[src/rtl/core/sclr_pkg.sv]
// shared types and constants for the cubic sensor linearizer with rate output
// no dependencies; used by sclr_serial_unit and sensor_cubic_linearize_rate
package sclr_pkg;

  // field widths
  localparam int unsigned DATA_W   = 32;
  localparam int unsigned SAMPLE_W = 16;
  localparam int unsigned CFG_IDX_W = 3;

  // serial unit geometry
  localparam int unsigned MUL_A_W   = 34;
  localparam int unsigned RES_W     = 66;
  localparam int unsigned DIVD_W    = 65;
  localparam int unsigned CNT_W     = 7;
  localparam int unsigned MUL_STEPS = 32;
  localparam int unsigned DIV_STEPS = 65;

  // polynomial accumulator width
  localparam int unsigned SUM_W = 50;

  // configuration register indexes
  localparam logic [CFG_IDX_W-1:0] REG_COEF_A0  = 3'd0;
  localparam logic [CFG_IDX_W-1:0] REG_COEF_A1  = 3'd1;
  localparam logic [CFG_IDX_W-1:0] REG_COEF_A2  = 3'd2;
  localparam logic [CFG_IDX_W-1:0] REG_COEF_A3  = 3'd3;
  localparam logic [CFG_IDX_W-1:0] REG_TPS      = 3'd4;
  localparam logic [CFG_IDX_W-1:0] REG_MIN_INTV = 3'd5;

  localparam logic [DATA_W-1:0] TPS_RESET      = 32'd1000000;
  localparam logic [DATA_W-1:0] MIN_INTV_RESET = 32'd100000;

  typedef enum logic {
    SCLR_OP_MUL,
    SCLR_OP_DIV
  } sclr_op_t;

  // request to the serial unit
  typedef struct packed {
    logic     start;
    sclr_op_t op;
  } sclr_req_t;

  typedef enum logic [3:0] {
    ST_IDLE,
    ST_XX,
    ST_X2X,
    ST_A1,
    ST_A2,
    ST_A3,
    ST_DECIDE,
    ST_MRATE,
    ST_DRATE,
    ST_FINISH
  } sclr_state_t;

endpackage

[src/rtl/core/sclr_serial_unit.sv]
// bit-serial shift-add multiplier and restoring divider sharing one set of registers
// depends on sclr_pkg
module sclr_serial_unit (
  input  logic                         clk,
  input  logic                         rst_n,
  input  sclr_pkg::sclr_req_t          req,
  input  logic [sclr_pkg::RES_W-1:0]   opnd_a,
  input  logic [sclr_pkg::DATA_W-1:0]  opnd_b,
  output logic                         done,
  output logic [sclr_pkg::RES_W-1:0]   result
);

  logic                               busy_r, busy_nxt;
  logic                               done_r, done_nxt;
  sclr_pkg::sclr_op_t                 op_r, op_nxt;
  logic [sclr_pkg::CNT_W-1:0]         cnt_r, cnt_nxt;
  logic [sclr_pkg::RES_W-1:0]         acc_r, acc_nxt;
  logic [sclr_pkg::MUL_A_W-1:0]       a_r, a_nxt;
  logic [sclr_pkg::DATA_W-1:0]        b_r, b_nxt;
  logic [sclr_pkg::DATA_W-1:0]        rem_r, rem_nxt;

  logic signed [sclr_pkg::MUL_A_W:0]  psum;
  logic [sclr_pkg::DATA_W:0]          trial;
  logic [sclr_pkg::DATA_W:0]          diff;
  logic                               ge;
  logic                               last;

  // one multiplier bit or one quotient bit per cycle
  always_comb begin
    busy_nxt = busy_r;
    done_nxt = 1'b0;
    op_nxt   = op_r;
    cnt_nxt  = cnt_r;
    acc_nxt  = acc_r;
    a_nxt    = a_r;
    b_nxt    = b_r;
    rem_nxt  = rem_r;

    psum  = $signed({acc_r[sclr_pkg::RES_W-1], acc_r[sclr_pkg::RES_W-1:sclr_pkg::DATA_W]})
          + (b_r[0] ? $signed({a_r[sclr_pkg::MUL_A_W-1], a_r})
                    : $signed({(sclr_pkg::MUL_A_W+1){1'b0}}));
    trial = {rem_r, acc_r[sclr_pkg::DIVD_W-1]};
    diff  = trial - {1'b0, b_r};
    ge    = (trial >= {1'b0, b_r});

    if (op_r == sclr_pkg::SCLR_OP_MUL) begin
      last = (cnt_r == sclr_pkg::CNT_W'(sclr_pkg::MUL_STEPS - 1));
    end else begin
      last = (cnt_r == sclr_pkg::CNT_W'(sclr_pkg::DIV_STEPS - 1));
    end

    if (req.start) begin
      busy_nxt = 1'b1;
      op_nxt   = req.op;
      cnt_nxt  = '0;
      a_nxt    = opnd_a[sclr_pkg::MUL_A_W-1:0];
      b_nxt    = opnd_b;
      rem_nxt  = '0;
      if (req.op == sclr_pkg::SCLR_OP_MUL) begin
        acc_nxt = '0;
      end else begin
        acc_nxt = opnd_a;
      end
    end else if (busy_r) begin
      cnt_nxt = cnt_r + 1'b1;
      if (op_r == sclr_pkg::SCLR_OP_MUL) begin
        // add into the high half, then shift the pair right
        acc_nxt = {psum, acc_r[sclr_pkg::DATA_W-1:1]};
        b_nxt   = {1'b0, b_r[sclr_pkg::DATA_W-1:1]};
      end else begin
        rem_nxt = ge ? diff[sclr_pkg::DATA_W-1:0] : trial[sclr_pkg::DATA_W-1:0];
        acc_nxt = {1'b0, acc_r[sclr_pkg::DIVD_W-2:0], ge};
      end
      if (last) begin
        busy_nxt = 1'b0;
        done_nxt = 1'b1;
      end
    end
  end

  always_ff @(posedge clk) begin
    if (!rst_n) begin
      busy_r <= 1'b0;
      done_r <= 1'b0;
      op_r   <= sclr_pkg::SCLR_OP_MUL;
      cnt_r  <= '0;
    end else begin
      busy_r <= busy_nxt;
      done_r <= done_nxt;
      op_r   <= op_nxt;
      cnt_r  <= cnt_nxt;
    end
    acc_r <= acc_nxt;
    a_r   <= a_nxt;
    b_r   <= b_nxt;
    rem_r <= rem_nxt;
  end

  assign done   = done_r;
  assign result = acc_r;

endmodule

[src/rtl/core/sensor_cubic_linearize_rate.sv]
// top level: cubic sensor linearization in Q16.16 with rate of change per second
// depends on sclr_pkg and sclr_serial_unit
//
// Each accepted word (sample_value, tick_now) yields exactly one result word with the
// linearized temperature, the held rate and a flag telling whether this sample
// recomputed the rate. All products and the rate division run one bit per cycle
// through a single shared serial unit: five 32-step multiplies for the polynomial,
// then, only when the rate is recomputed, one 32-step multiply and one 65-step
// divide. The next word is taken only after the result of the last has entered the
// output register, and later when the previous result is still stalled there.
// The output register lets the next word be taken while a result still waits.
// Configuration is write-only, always ready, and must be written while idle.
module sensor_cubic_linearize_rate (
  input  logic                             clk,
  input  logic                             rst_n,
  // input channel
  input  logic                             in_valid,
  output logic                             in_stall,
  input  logic [sclr_pkg::SAMPLE_W-1:0]    in_sample_value,
  input  logic [sclr_pkg::DATA_W-1:0]      in_tick_now,
  // result channel
  output logic                             out_valid,
  input  logic                             out_stall,
  output logic signed [sclr_pkg::DATA_W-1:0] out_temperature,
  output logic signed [sclr_pkg::DATA_W-1:0] out_temperature_rate,
  output logic                             out_rate_updated,
  // configuration channel
  input  logic                             cfg_valid,
  output logic                             cfg_ready,
  input  logic [sclr_pkg::CFG_IDX_W-1:0]   cfg_index,
  input  logic [sclr_pkg::DATA_W-1:0]      cfg_data
);

  localparam logic signed [sclr_pkg::SUM_W-1:0] SAT_HI = sclr_pkg::SUM_W'(32'sh7fffffff);
  localparam logic signed [sclr_pkg::SUM_W-1:0] SAT_LO = -sclr_pkg::SUM_W'(64'sh80000000);

  // configuration registers
  logic [sclr_pkg::DATA_W-1:0] a0_r, a1_r, a2_r, a3_r, tps_r, min_r;

  // state and working registers
  sclr_pkg::sclr_state_t             state_r, state_nxt;
  logic [19:0]                       x_r, x_nxt;
  logic [23:0]                       x2_r, x2_nxt;
  logic [27:0]                       x3_r, x3_nxt;
  logic signed [sclr_pkg::SUM_W-1:0] sum_r, sum_nxt;
  logic [sclr_pkg::DATA_W-1:0]       tick_r, tick_nxt;
  logic [sclr_pkg::DATA_W-1:0]       elapsed_r, elapsed_nxt;
  logic [sclr_pkg::DATA_W-1:0]       temp_r, temp_nxt;
  logic                              neg_r, neg_nxt;
  logic                              upd_r, upd_nxt;
  logic [sclr_pkg::DATA_W-1:0]       last_tick_r, last_tick_nxt;
  logic [sclr_pkg::DATA_W-1:0]       last_temp_r, last_temp_nxt;
  logic [sclr_pkg::DATA_W-1:0]       held_rate_r, held_rate_nxt;
  logic                              out_valid_r, out_valid_nxt;
  logic [sclr_pkg::DATA_W-1:0]       out_temp_r, out_temp_nxt;
  logic [sclr_pkg::DATA_W-1:0]       out_rate_r, out_rate_nxt;
  logic                              out_upd_r, out_upd_nxt;

  // serial unit connection
  sclr_pkg::sclr_req_t               req;
  logic [sclr_pkg::RES_W-1:0]        opnd_a;
  logic [sclr_pkg::DATA_W-1:0]       opnd_b;
  logic                              unit_done;
  logic [sclr_pkg::RES_W-1:0]        unit_res;

  // combinational helpers
  logic signed [sclr_pkg::SUM_W-1:0] term;
  logic [sclr_pkg::DATA_W-1:0]       temp_sat;
  logic signed [33:0]                delta;
  logic [32:0]                       mag_abs;
  logic                              do_upd;
  logic [32:0]                       limit;
  logic [32:0]                       mag;
  logic [32:0]                       mag_signed;
  logic                              accept;
  logic                              out_free;

  sclr_serial_unit u_unit (
    .clk    (clk),
    .rst_n  (rst_n),
    .req    (req),
    .opnd_a (opnd_a),
    .opnd_b (opnd_b),
    .done   (unit_done),
    .result (unit_res)
  );

  assign accept   = in_valid && (state_r == sclr_pkg::ST_IDLE);
  assign out_free = !out_valid_r || !out_stall;

  // sequencer, datapath steps and output register
  always_comb begin
    state_nxt     = state_r;
    x_nxt         = x_r;
    x2_nxt        = x2_r;
    x3_nxt        = x3_r;
    sum_nxt       = sum_r;
    tick_nxt      = tick_r;
    elapsed_nxt   = elapsed_r;
    temp_nxt      = temp_r;
    neg_nxt       = neg_r;
    upd_nxt       = upd_r;
    last_tick_nxt = last_tick_r;
    last_temp_nxt = last_temp_r;
    held_rate_nxt = held_rate_r;
    out_valid_nxt = out_valid_r && out_stall;
    out_temp_nxt  = out_temp_r;
    out_rate_nxt  = out_rate_r;
    out_upd_nxt   = out_upd_r;
    req.start     = 1'b0;
    req.op        = sclr_pkg::SCLR_OP_MUL;
    opnd_a        = '0;
    opnd_b        = '0;

    // floor(product / 2^16) is the arithmetic shift of the signed product
    term = $signed(unit_res[sclr_pkg::RES_W-1:16]);

    // saturated temperature from the accumulated polynomial
    if (sum_r > SAT_HI) begin
      temp_sat = 32'h7fffffff;
    end else if (sum_r < SAT_LO) begin
      temp_sat = 32'h80000000;
    end else begin
      temp_sat = sum_r[sclr_pkg::DATA_W-1:0];
    end

    delta   = $signed({{2{temp_sat[31]}}, temp_sat})
            - $signed({{2{last_temp_r[31]}}, last_temp_r});
    mag_abs = delta[33] ? 33'(-delta) : delta[32:0];
    do_upd  = (elapsed_r != '0) && (elapsed_r >= min_r);

    // rate magnitude clamp, one more on the negative side
    limit = neg_r ? 33'h080000000 : 33'h07fffffff;
    if (unit_res[sclr_pkg::DIVD_W-1:0] > {32'd0, limit}) begin
      mag = limit;
    end else begin
      mag = unit_res[32:0];
    end
    mag_signed = neg_r ? (~mag + 33'd1) : mag;

    case (state_r)
      sclr_pkg::ST_IDLE: begin
        if (in_valid) begin
          x_nxt       = {in_sample_value, 4'b0000};
          tick_nxt    = in_tick_now;
          elapsed_nxt = in_tick_now - last_tick_r;
          req.start   = 1'b1;
          opnd_a      = {46'd0, in_sample_value, 4'b0000};
          opnd_b      = {12'd0, in_sample_value, 4'b0000};
          state_nxt   = sclr_pkg::ST_XX;
        end
      end
      sclr_pkg::ST_XX: begin
        if (unit_done) begin
          x2_nxt    = unit_res[39:16];
          req.start = 1'b1;
          opnd_a    = {42'd0, unit_res[39:16]};
          opnd_b    = {12'd0, x_r};
          state_nxt = sclr_pkg::ST_X2X;
        end
      end
      sclr_pkg::ST_X2X: begin
        if (unit_done) begin
          x3_nxt    = unit_res[43:16];
          sum_nxt   = sclr_pkg::SUM_W'($signed(a0_r));
          req.start = 1'b1;
          opnd_a    = {{34{a1_r[31]}}, a1_r};
          opnd_b    = {12'd0, x_r};
          state_nxt = sclr_pkg::ST_A1;
        end
      end
      sclr_pkg::ST_A1: begin
        if (unit_done) begin
          sum_nxt   = sum_r + term;
          req.start = 1'b1;
          opnd_a    = {{34{a2_r[31]}}, a2_r};
          opnd_b    = {8'd0, x2_r};
          state_nxt = sclr_pkg::ST_A2;
        end
      end
      sclr_pkg::ST_A2: begin
        if (unit_done) begin
          sum_nxt   = sum_r + term;
          req.start = 1'b1;
          opnd_a    = {{34{a3_r[31]}}, a3_r};
          opnd_b    = {4'd0, x3_r};
          state_nxt = sclr_pkg::ST_A3;
        end
      end
      sclr_pkg::ST_A3: begin
        if (unit_done) begin
          sum_nxt   = sum_r + term;
          state_nxt = sclr_pkg::ST_DECIDE;
        end
      end
      sclr_pkg::ST_DECIDE: begin
        temp_nxt = temp_sat;
        upd_nxt  = do_upd;
        neg_nxt  = delta[33];
        if (do_upd) begin
          req.start = 1'b1;
          opnd_a    = {33'd0, mag_abs};
          opnd_b    = tps_r;
          state_nxt = sclr_pkg::ST_MRATE;
        end else begin
          state_nxt = sclr_pkg::ST_FINISH;
        end
      end
      sclr_pkg::ST_MRATE: begin
        if (unit_done) begin
          req.start = 1'b1;
          req.op    = sclr_pkg::SCLR_OP_DIV;
          opnd_a    = {1'b0, unit_res[sclr_pkg::DIVD_W-1:0]};
          opnd_b    = elapsed_r;
          state_nxt = sclr_pkg::ST_DRATE;
        end
      end
      sclr_pkg::ST_DRATE: begin
        if (unit_done) begin
          held_rate_nxt = mag_signed[sclr_pkg::DATA_W-1:0];
          last_tick_nxt = tick_r;
          last_temp_nxt = temp_r;
          state_nxt     = sclr_pkg::ST_FINISH;
        end
      end
      sclr_pkg::ST_FINISH: begin
        if (out_free) begin
          out_valid_nxt = 1'b1;
          out_temp_nxt  = temp_r;
          out_rate_nxt  = held_rate_r;
          out_upd_nxt   = upd_r;
          state_nxt     = sclr_pkg::ST_IDLE;
        end
      end
      default: begin
        state_nxt = sclr_pkg::ST_IDLE;
      end
    endcase
  end

  always_ff @(posedge clk) begin
    if (!rst_n) begin
      state_r     <= sclr_pkg::ST_IDLE;
      last_tick_r <= '0;
      last_temp_r <= '0;
      held_rate_r <= '0;
      out_valid_r <= 1'b0;
    end else begin
      state_r     <= state_nxt;
      last_tick_r <= last_tick_nxt;
      last_temp_r <= last_temp_nxt;
      held_rate_r <= held_rate_nxt;
      out_valid_r <= out_valid_nxt;
    end
    x_r        <= x_nxt;
    x2_r       <= x2_nxt;
    x3_r       <= x3_nxt;
    sum_r      <= sum_nxt;
    tick_r     <= tick_nxt;
    elapsed_r  <= elapsed_nxt;
    temp_r     <= temp_nxt;
    neg_r      <= neg_nxt;
    upd_r      <= upd_nxt;
    out_temp_r <= out_temp_nxt;
    out_rate_r <= out_rate_nxt;
    out_upd_r  <= out_upd_nxt;
  end

  // configuration register writes
  always_ff @(posedge clk) begin
    if (!rst_n) begin
      a0_r  <= '0;
      a1_r  <= '0;
      a2_r  <= '0;
      a3_r  <= '0;
      tps_r <= sclr_pkg::TPS_RESET;
      min_r <= sclr_pkg::MIN_INTV_RESET;
    end else if (cfg_valid) begin
      case (cfg_index)
        sclr_pkg::REG_COEF_A0:  a0_r  <= cfg_data;
        sclr_pkg::REG_COEF_A1:  a1_r  <= cfg_data;
        sclr_pkg::REG_COEF_A2:  a2_r  <= cfg_data;
        sclr_pkg::REG_COEF_A3:  a3_r  <= cfg_data;
        sclr_pkg::REG_TPS:      tps_r <= cfg_data;
        sclr_pkg::REG_MIN_INTV: min_r <= cfg_data;
        default: begin
        end
      endcase
    end
  end

  assign cfg_ready            = 1'b1;
  assign in_stall             = (state_r != sclr_pkg::ST_IDLE) || !accept;
  assign out_valid            = out_valid_r;
  assign out_temperature      = out_temp_r;
  assign out_temperature_rate = out_rate_r;
  assign out_rate_updated     = out_upd_r;

endmodule

[config.mk]
export PLATFORM = sky130hd
export DESIGN_NAME = sensor_cubic_linearize_rate
export DESIGN_NICKNAME = d
export VERILOG_FILES = /design/src/rtl/core/sclr_pkg.sv /design/src/rtl/core/sclr_serial_unit.sv /design/src/rtl/core/sensor_cubic_linearize_rate.sv
export SDC_FILE = /design/constraint.sdc
export NUM_CORES = 2
export LEC_CHECK = 0
export CAP_MARGIN = 20
export CORE_ASPECT_RATIO = 0.8
export CORE_MARGIN = 2
export CORE_UTILIZATION = 50
export DETAILED_ROUTE_END_ITERATION = 12
export DONT_BUFFER_PORTS = 1
export SLEW_MARGIN = 10
export SYNTH_ARGS = -nofsm -noshare
export SYNTH_HDL_FRONTEND = slang
export SYNTH_SLANG_ARGS = --single-unit
[constraint.sdc]
create_clock -name clk -period 7.2 [get_ports clk]
set_input_delay 1.08 -clock clk [delete_from_list [all_inputs] [get_ports clk]]
set_output_delay 1.08 -clock clk [all_outputs]
set_load 0.05 [all_outputs]
==> results.json <==
{
  "synth-simple-area-share_pct": 17.5,
  "drive_gt1_share_pct": 5.62,
  "antenna_found_initial": 9,
  "core_area_sq_um": 83700,
  "hold_path.class": "reg2reg",
  "initial_core_util_pct": 50.3,
  "die_y_um": 264,
  "vdd.ir_drop.worst_uv": 229,
  "fin_setup_tns_ps": 0,
  "cts-root-buf": "clkbuf_16",
  "synth-compound-area-share_pct": 20.6,
  "rows": 95,
  "cts_buffers": 80,
  "dpl_worst_slack_ps": 1300,
  "place.gp.congestion": 0.931,
  "holdBufCountCts": 0,
  "die_area_sq_um": 86600,
  "die_x_um": 328,
  "path_class": "reg2reg",
  "setup_slack_ps": 1250,
  "drt-total-wl_mm": 138,
  "track_usage_pct": 31.3,
  "rsz0062_at_grt": "false",
  "gr-total-overflow": 0,
  "cp-start-kind": "register",
  "clock_sinks": 748,
  "drv_slew": 0,
  "path_clk_slew_ps": 60,
  "synthArstFlopShare_pct": 0,
  "avgSynthCellArea_sq_um": 9.11,
  "grt_max_degree": 299,
  "crit_arrival_ps": 6370,
  "drv_cap": 0,
  "post_drt_wl_per_cell_um": 24.3,
  "ys_warn_count": 0,
  "fin_crit_sh_pct": 82.6,
  "synthXorXnorAreaFrac_pct": 3.70,
  "dr.pass1.iters": 7,
  "power_density_nw_per_um2": 340,
  "vias_per_cell": 6.07,
  "area_delta_synth_final_pct": 9.24,
  "final_common_cell": "nand2_1",
  "placed_cells": 5555,
  "syn-instance-count": 4620,
  "power_leakage_uw": 0.0170,
  "crit_path_end_kind": "register",
  "hold_slack_ps": 429,
  "cpPeakStageDelay_ps": 570,
  "cp_max_fo": 31,
  "nets": 4863,
  "syn-num-nets": 4958,
  "status": "completed",
  "path_cells": "or4_1 -> o41ai_2 -> buf_4 -> and2_1 -> ha_1 -> inv_1 -> fa_1 -> a21oi_1 -> o211a_1 -> o21ai_2 -> a211oi_2 -> o221ai_1 -> xor2_1 -> a2111o_1 -> nor4_4 -> a41oi_1 -> xnor2_1 -> a221o_1",
  "max_freq_mhz": 168,
  "skew_ps": 36.3,
  "final_core_util_pct": 55.0,
  "remaining_drc_errors": 0,
  "final_cell_mix": "942 x nand2_1, 413 x edfxtp_1, 333 x dfxtp_1",
  "numPortBuffers": 0,
  "synth_cell_types": 89,
  "worst_slew_pin_slew_ps": 1160,
  "hold_viol_final": 0,
  "grt_pass1_vias": 31200,
  "synth_top_family_by_area": "compound AO/OA/AOI/OAI gates",
  "htree_levels": 3,
  "fin_cells": 5708,
  "yosys_register_bits": 748,
  "grt_first_pass_wirelength_mm": 205,
  "drtIter0Drc": 4449,
  "clk_path_buf_depth": 3,
  "post-cts-setup-buffer-count": 0,
  "num_vias": 34600,
  "setup_violations": 0,
  "yosysSeqAreaShare_pct": 45.4,
  "io_pins": 156,
  "period_needed_ps": 5950,
  "synth-main-ff-cell": "edfxtp_1",
  "timing.slew.headroom_pct": 22.4,
  "cts_resized": 0,
  "synth_area_sq_um": 42100,
  "clk_latency_ps": 670,
  "ant_nets": 0,
  "synth_fa_ha_area_share_pct": 7.52,
  "synth_edf_count": 413,
  "synth_mux_area_share_pct": 1.24,
  "cts_tree": "built",
  "worstPathRequired_ps": 7620,
  "hpwl_mm": 97.9,
  "crit_slowest_cell": "or4_1"
}
[routing by layer]
layer | track usage (%) | vias to the layer above | part of all wire [%]
met2 | 42.8 | 1448 | 40
met4 | 8.48 | 12 | 2.6
li1 | - | 16400 | -
met1 | 47.8 | 16600 | 46
met5 | 0 | - | 0.065
met3 | 8.50 | 192 | 11
[per-stage QoR]
stage,area (sq um),total power (uW)
3_5_place_dp,43200,11100
5_1_grt,46000,16300
4_1_cts,46000,15500
2_1_floorplan,42100,9250
6_report,46000,15600
3_3_place_gp,43200,11100
[sequential cells by signal, summed over array words and instances (netlist names), 32 cells and up]
signal and flops:
tick_r 32, a3_r 32, out_temperature_rate 32, temp_r 32
held_rate_r 32, u_unit.rem_r 32, u_unit.result 66, u_unit.b_r 32
a0_r 32, sum_r 50, a2_r 32, a1_r 32
out_temperature 32, elapsed_r 32, tps_r 32, u_unit.a_r 34
min_r 32, last_tick_r 32, last_temp_r 32
[worst paths after layout]
path | startpoint | slack (ps) | depth (start not counted) | end
setup / recovery | sum_r[48] | 1250 | 18 | u_unit.a_r[30]
hold / removal | held_rate_r[2] | 430 | 0 | out_temperature_rate[2]
setup reg to reg | sum_r[48] | 1250 | 18 | u_unit.a_r[30]
hold reg to reg | held_rate_r[2] | 430 | 0 | out_temperature_rate[2]
[critical path: cells and delay by family, from the launching register on]
kind            cells  cell delay (ps)
compound gates      9             2630
simple gates        3             1180
fa+ha+maj           2              590
buf+inv             2              460
xor+xnor            2              410
flops               1              410
[cell usage after synthesis (all sizes together) (8+ instances only)]
cell	n	area, sq um
nor2	240	911
and2	55	344
nor4	34	228
a21oi	254	1270
xor2	70	613
inv	206	773
a211oi	33	253
a221oi	8	70.1
o211a	8	80.1
dfxtp	335	6710
or4	10	78.8
clkbuf	227	852
a222oi	30	300
o31ai	19	143
nor3	75	375
nand4	38	244
nand2b	31	194
a31oi	34	213
a2111oi	11	103
buf	18	78.8
nor3b	18	135
o2111ai	26	228
edfxtp	413	12400
a221o	11	110
o21ai	244	1220
or2	19	119
and3	33	206
xnor2	108	946
a21boi	270	2030
nor2b	47	294
o21a	36	270
o21bai	20	150
o221ai	9	85.1
nand2	943	3540
ha	245	3070
a22o	38	333
o211ai	37	278
a21o	104	781
nand3	72	360
or3	18	113
mux2i	52	521
a22oi	32	240
[cell families after synthesis]
group	Yosys count
AOI/OAI and AO/OA	1280
xor gates and xnor gates	178
adders and majority gates	250
buffers and inverters	452
DFF	748
muxes	52
other	1
and+or+nand+nor	1659
[layout make-up]
class	instances	area [sq um]
fillers	7688	37700
multi-input cells	3420	21400
flip-flops and latches	748	19100
clock buffers	112	2230
well taps	1115	1400
inverters	207	779
repair buffers	68	541
clock inverters	36	488
diodes	2	5.00
[power by group]
| group | switching (uW) | internal (uW) |
|---|---|---|
| combinational | 3130 | 1820 |
| sequential | 966 | 5350 |
| clock | 1830 | 2540 |
| total | 5930 | 9710 |
(Power assumes the default switching activity.)
